==> config.mk <==
export PLATFORM = sky130hd
export DESIGN_NAME = software_timer_bank
export DESIGN_NICKNAME = d
export VERILOG_FILES = /design/src/hw/rtl/swtb_pkg.sv /design/src/hw/rtl/swtb_alu.sv /design/src/hw/rtl/software_timer_bank.sv
export SDC_FILE = /design/constraint.sdc
export NUM_CORES = 1
export LEC_CHECK = 0
export BUFFER_PORTS_ARGS = -buffer_cell sky130_fd_sc_hd__buf_4
export CAP_MARGIN = 0
export CORE_ASPECT_RATIO = 1.5
export CORE_MARGIN = 4
export CORE_UTILIZATION = 55
export CTS_CLUSTER_DIAMETER = 50
export DETAILED_ROUTE_END_ITERATION = 10
export PLACE_DENSITY = 0.73
export REMOVE_ABC_BUFFERS = 1
export SYNTH_ARGS = -nofsm -noshare
export SYNTH_HDL_FRONTEND = slang
export SYNTH_SLANG_ARGS = --single-unit
export TNS_END_PERCENT = 20
==> constraint.sdc <==
create_clock -name clk -period 11.76 [get_ports clk]
set_input_delay 1.764 -clock clk [delete_from_list [all_inputs] [get_ports clk]]
set_output_delay 1.764 -clock clk [all_outputs]
set_load 0.01 [all_outputs]
==> src/hw/rtl/swtb_pkg.sv <==
package swtb_pkg;

	localparam int unsigned NUM_TIMERS_DEF = 8;
	localparam int unsigned MAX_TIMERS = 8;
	localparam int unsigned TICK_W = 32;
	localparam int unsigned ID_W = 3;

	// operation codes carried in the request word
	typedef enum logic [1:0] {
		OP_UPDATE = 2'd0,
		OP_START  = 2'd1,
		OP_STOP   = 2'd2,
		OP_QUERY  = 2'd3
	} op_t;

	// per-timer life cycle, also reported in the response word
	typedef enum logic [1:0] {
		ST_STOPPED = 2'd0,
		ST_RUNNING = 2'd1,
		ST_TIMEOUT = 2'd2
	} tstate_t;

	typedef struct packed {
		op_t               mode;
		logic [ID_W-1:0]   timer_id;
		logic              periodic;
		logic [TICK_W-1:0] delay;
		logic [TICK_W-1:0] now;
	} swtb_req_t;

	typedef struct packed {
		logic [MAX_TIMERS-1:0] fired_mask;
		tstate_t               timer_status;
	} swtb_rsp_t;

endpackage

==> src/hw/rtl/swtb_alu.sv <==
// Shared arithmetic unit: due check and re-arm adder for one timer per cycle.
module swtb_alu (
	input  logic [swtb_pkg::TICK_W-1:0] cmp_val,
	input  logic [swtb_pkg::TICK_W-1:0] add_val,
	input  logic [swtb_pkg::TICK_W-1:0] now,
	output logic                        due,
	output logic [swtb_pkg::TICK_W-1:0] sum
);
	import swtb_pkg::*;

	// plain unsigned compare, no wrap window
	assign due = (cmp_val <= now);
	// modulo 2^32 add
	assign sum = now + add_val;

endmodule

==> src/hw/rtl/software_timer_bank.sv <==
// Sequence: an update visits every timer in S_WALK (one timer visited per cycle
//   by the shared adder/comparator), then S_STATUS registers the response.
// Start, stop: S_OP then S_STATUS; query, or start/stop with out-of-range id: S_STATUS.
// Throughput: one word at a time; req_ready is high only while idle, so a new
//   request is taken only after the response has been accepted.
// Reset: arst_n asynchronous; all timers stopped and one-shot, no response.
module software_timer_bank #(
	parameter int unsigned NUM_TIMERS = swtb_pkg::NUM_TIMERS_DEF
) (
	input  logic                clk,
	input  logic                arst_n,
	input  logic                req_valid,
	output logic                req_ready,
	input  swtb_pkg::swtb_req_t req,
	output logic                rsp_valid,
	input  logic                rsp_ready,
	output swtb_pkg::swtb_rsp_t rsp
);
	import swtb_pkg::*;

	localparam int unsigned IDX_W = (NUM_TIMERS > 1) ? $clog2(NUM_TIMERS) : 1;
	localparam logic [IDX_W-1:0] LAST_IDX = IDX_W'(NUM_TIMERS - 1);

	typedef enum logic [2:0] {
		S_IDLE,
		S_WALK,
		S_OP,
		S_STATUS,
		S_OUT
	} fsm_t;

	fsm_t                  state_q;
	swtb_req_t             req_q;
	logic                  id_ok_q;
	logic [IDX_W-1:0]      idx_q;
	logic [MAX_TIMERS-1:0] fired_q;
	swtb_rsp_t             rsp_q;
	logic                  rsp_valid_q;

	tstate_t               run_q    [NUM_TIMERS];
	logic                  repeat_q [NUM_TIMERS];
	logic [TICK_W-1:0]     deadline_q [NUM_TIMERS];
	logic [TICK_W-1:0]     period_q   [NUM_TIMERS];

	logic                  req_fire;
	logic                  id_ok;
	logic [IDX_W-1:0]      id_idx;
	logic [TICK_W-1:0]     add_val;
	logic                  due;
	logic [TICK_W-1:0]     sum;
	logic                  wr_deadline;
	logic                  wr_period;

	assign req_ready = (state_q == S_IDLE);
	assign req_fire  = req_valid && req_ready;
	assign rsp_valid = rsp_valid_q;
	assign rsp       = rsp_q;

	assign id_ok  = ({1'b0, req.timer_id} < (ID_W + 1)'(NUM_TIMERS));
	assign id_idx = IDX_W'(req.timer_id);

	// shared unit operand select: reload period while walking, delay on start
	assign add_val = (state_q == S_WALK) ? period_q[idx_q] : req_q.delay;

	swtb_alu u_alu (
		.cmp_val (deadline_q[idx_q]),
		.add_val (add_val),
		.now     (req_q.now),
		.due     (due),
		.sum     (sum)
	);

	// deadline/period write enables for the payload store
	always_comb begin
		wr_deadline = 1'b0;
		wr_period   = 1'b0;
		if (state_q == S_WALK && run_q[idx_q] == ST_RUNNING && due) begin
			wr_deadline = 1'b1;
		end
		if (state_q == S_OP && id_ok_q && req_q.mode == OP_START) begin
			wr_deadline = 1'b1;
			wr_period   = 1'b1;
		end
	end

	// payload store, no reset needed: read only after a start has written it
	always_ff @(posedge clk) begin
		if (wr_deadline) begin
			deadline_q[idx_q] <= sum;
		end
		if (wr_period) begin
			period_q[idx_q] <= req_q.delay;
		end
	end

	// sequencer, timer state and response register
	always_ff @(posedge clk or negedge arst_n) begin
		if (!arst_n) begin
			state_q     <= S_IDLE;
			req_q       <= '0;
			id_ok_q     <= 1'b0;
			idx_q       <= '0;
			fired_q     <= '0;
			rsp_q       <= '0;
			rsp_valid_q <= 1'b0;
			for (int i = 0; i < NUM_TIMERS; i++) begin
				run_q[i]    <= ST_STOPPED;
				repeat_q[i] <= 1'b0;
			end
		end else begin
			unique case (state_q)
				S_IDLE: begin
					if (req_fire) begin
						req_q   <= req;
						id_ok_q <= id_ok;
						fired_q <= '0;
						unique case (req.mode)
							OP_UPDATE: begin
								idx_q   <= '0;
								state_q <= S_WALK;
							end
							OP_START, OP_STOP: begin
								idx_q   <= id_idx;
								state_q <= id_ok ? S_OP : S_STATUS;
							end
							OP_QUERY: begin
								idx_q   <= id_idx;
								state_q <= S_STATUS;
							end
							default: state_q <= S_STATUS;
						endcase
					end
				end
				S_WALK: begin
					// one timer per cycle
					priority case (run_q[idx_q])
						ST_RUNNING: begin
							if (due) begin
								run_q[idx_q] <= ST_TIMEOUT;
								fired_q <= fired_q | (MAX_TIMERS'(1) << idx_q);
							end
						end
						ST_TIMEOUT: begin
							run_q[idx_q] <= repeat_q[idx_q] ? ST_RUNNING : ST_STOPPED;
						end
						default: ;
					endcase
					if (idx_q == LAST_IDX) begin
						idx_q   <= IDX_W'(req_q.timer_id);
						state_q <= S_STATUS;
					end else begin
						idx_q <= idx_q + IDX_W'(1);
					end
				end
				S_OP: begin
					if (req_q.mode == OP_START) begin
						run_q[idx_q]    <= ST_RUNNING;
						repeat_q[idx_q] <= req_q.periodic;
					end else begin
						run_q[idx_q] <= ST_STOPPED;
					end
					state_q <= S_STATUS;
				end
				S_STATUS: begin
					rsp_q.fired_mask   <= fired_q;
					rsp_q.timer_status <= id_ok_q ? run_q[idx_q] : ST_STOPPED;
					rsp_valid_q        <= 1'b1;
					state_q            <= S_OUT;
				end
				S_OUT: begin
					if (rsp_ready) begin
						rsp_valid_q <= 1'b0;
						state_q     <= S_IDLE;
					end
				end
				default: state_q <= S_IDLE;
			endcase
		end
	end

endmodule

==> key figures <==
CTS
  – Post-CTS Hold Buffers: 0
  – Setup bufs post-CTS: 0
  – Max Buffers Root-to-Sink: 3
  – H-tree Lvls: 2
  – Root Buffer: clkbuf_16
  – CTS tree: done
  – Clk_lat worst skew: 0.60 ns
  – CTS Buf Count: 57
  – Resize count post-CTS: 0
  – CTS clk-pin slew, worst paths: 0.06 ns
  – Clock sink count: 632

Floorplanning
  – Io pins: 86
  – Core Rows: 97
  – Die area: 51,400 µm²
  – Initial Util: 0.560
  – Chip width: 187 µm
  – Core Footprint: 47,000 µm²
  – Die H: 276 µm

Pwr
  – Total power: 10.1 mW
  – Leak: 10.6 nW
  – Peak supply drop: 0.169 mV
  – PD cells: 339 nW/µm²

Placed design
  – Port bufs: 85
  – Placed cell area: 27,700 µm²
  – Routability cong.: 0.947
  – DP HPWL: 39,200 µm

Global route
  – GRT overflow: 0
  – Pin count of the biggest net entering global routing: 82
  – Antenna violations before repair: 0
  – Global-route wire length before repair: 97,700 µm
  – Vias in the first global route: 16.4k
  – All-layer global routing usage: 0.247

Synthesis
  – Yosys top cell area share: 0.585
  – Sequential element share of the synthesized area: 0.699
  – Cells taking the most area after synthesis: edfxtp_1 58%, dfrtp_1 11%, mux2_2 3.9%
  – Most used DFF post-synth: edfxtp_1
  – EDFF count, synth: 512
  – Ys Warns: 0
  – Asr flop ratio synth: 0.190
  – Yosys cell types: 70
  – Cells after Synth: 1,785
  – Area of the mapped netlist: 26,300 µm²
  – Synth area leader: edfxtp_1
  – Mean Syn Cell Area: 14.7 µm²
  – Yosys reg bits: 632

Run status
  – Status: completed

Cells and area
  – Share of cells above drive strength 1: 0.186
  – Final Cell Area: 29,700 µm²
  – P&R area growth vs syn: 12.9%
  – Filler cells: 3,355
  – Nets: 2,011
  – Multi-input gate area: 7520 µm²
  – Ant. Diodes: 0
  – Most common cell after layout, fill and taps aside: edfxtp_1
  – FF+latch area: 18,400 µm²
  – Commonest non-fill, non-tap cells in the layout: 512 x edfxtp_1, 117 x dfrtp_1, 115 x buf_4, 112 x a22oi_1, 99 x nand2_1

Timing
  – Fmax: 138 MHz
  – Setup TNS: 0 ns
  – Max-slew violations: 0
  – Slew @ Worst Pin: 1.31 ns
  – Setup-failing EPs final: 0
  – Period minus WS final: 7.23 ns
  – RSZ-0062 raised after global routing: no
  – Fin. Hold Viols: 0
  – Skew final: 0.0227 ns
  – Part of the cycle the worst path needs: 0.615
  – Max_slew headroom: 0.117

Hold path
  – Hold path endpoint: rsp[1]$_DFFE_PN0P_
  – Hold Startpoint: rsp[1]$_DFFE_PN0P_
  – Worst hold path class: reg2reg
  – Worst hold stages: 2

Critical path
  – Register-to-Register Setup Slack: 4.53 ns
  – Worst EP required: 11.97 ns
  – Setup crit end kind: flop
  – Crit path kind: reg2reg
  – CP Launch Type: flop
  – Critical Path Fanout Max: 44
  – RR Startpoint: idx_q[1]$_DFFE_PN0P_
  – R2r endpoint: deadline_q[7][31]$_DFFE_PP_
  – Worst r2r path cells: 16
  – Data arrival, critical path: 7.44 ns

Routing
  – Total Routed Length: 64,400 µm
  – Vias: 16.1k
  – Post-route ant nets: 0
  – DRT iter0 DRCs: 1,837
  – Vias per cell: 6.40
  – First-pass DRT Iterations: 6
  – DRC violations left: 0
  – WL/cell: 25.7 µm

Flow run
  – Max_cap viols: 0
## stage by stage
step | hold WS [ns] | setup slack (ns) | util | instances
after detailed placement | 0.475 | 4.55 | 0.590 | 2401
final | 0.494 | 4.53 | 0.632 | 2509
after global placement | 0.465 | 4.62 | 0.590 | 2401
after CTS | 0.493 | 4.51 | 0.632 | 2509
after floorplan | 0.451 | 2.11 | - | 1691
after global routing | 0.509 | 4.29 | 0.632 | 2509
## layer usage
layer,share of wire,vias up,global-route usage
met5,0,-,0
met4,0.038,0,0.0913
met3,0.067,155,0.0276
met2,0.52,692,0.452
met1,0.37,8053,0.307
li1,-,7167,-
## sequential cells by signal, summed over array words and instances, names as in the netlist, named ones only
register,count
state_q,3
repeat_q,8
period_q,256
rsp_valid,1
fired_q,8
idx_q,3
deadline_q,256
rsp,10
req_q,70
run_q,8
id_ok_q,1
## worst max-delay path, stage by stage, from the launching register on
cell	delay (ns)
dfrtp_2	0.82
buf_4	0.58
inv_2	0.41
nor3_4	0.29
buf_4	0.62
a22o_1	0.23
a221oi_1	0.05
nand3_1	0.12
ha_1	0.18
nand4_1	0.14
nor3_1	0.74
nand3_1	0.23
a22o_1	0.30
a311oi_2	0.43
buf_4	0.37
a21oi_2	0.22
nor2_4	0.98
## cell families (layout without fill, tap and decap cells)
family	count (synthesis)	after routing	synth area share
flip-flops	632	632	0.699
AO/OA/AOI/OAI	491	491	0.129
AND/OR/NAND/NOR	294	294	0.0518
buffers and inverters	144	274	0.0216
multiplexers	128	128	0.0559
adder cells (fa/ha/maj)	71	71	0.0341
XOR/XNOR	25	25	0.00833
## layout make-up
cell class	count	area share
clock buffer	72	0.0534
clock inverter	36	0.0131
inverter	50	0.00632
multi-input combinational	1009	0.253
sequential	632	0.619
tap	594	0.0250
timing repair buffer	116	0.0295
## cells in the mapped netlist, drive strengths merged, types with 7 or more instances
library cell,n
a22o,16
and3,7
ha,70
xnor2,18
nand4,29
nor2,88
a22oi,112
clkbuf,75
buf,19
a21o,21
a31oi,19
inv,50
mux2i,31
nand2,99
a221oi,66
o21a,9
o21ai,100
edfxtp,512
mux2,91
o2bb2ai,8
nand3,25
dfrtp,120
xor2,7
a21oi,94
nor3,15
## power by group
part	switching [mW]	leakage (nW)	total, mW	internal, mW
clock network	0.822	0.960	1.92	1.10
registers	0.353	6.12	4.03	3.68
logic	2.77	3.49	4.12	1.35
total	3.94	10.6	10.1	6.13
## worst max-delay path by stage
| stage | from | cells past startpoint | slack [ns] | endpoint |
|---|---|---|---|---|
| finish | idx_q[1]$_DFFE_PN0P_ | 16 | 4.53 | deadline_q[7][31]$_DFFE_PP_ |
| global route | idx_q[1]$_DFFE_PN0P_ | 16 | 4.29 | deadline_q[2][10]$_DFFE_PP_ |
| CTS | idx_q[1]$_DFFE_PN0P_ | 16 | 4.51 | deadline_q[6][9]$_DFFE_PP_ |
| detailed placement | idx_q[1]$_DFFE_PN0P_ | 16 | 4.55 | deadline_q[6][29]$_DFFE_PP_ |
| global placement | idx_q[1]$_DFFE_PN0P_ | 16 | 4.62 | deadline_q[2][24]$_DFFE_PP_ |
| floorplan | idx_q[0]$_DFFE_PN0P_ | 12 | 2.11 | deadline_q[0][0]$_DFFE_PP_ |
(Power assumes the default switching activity.)
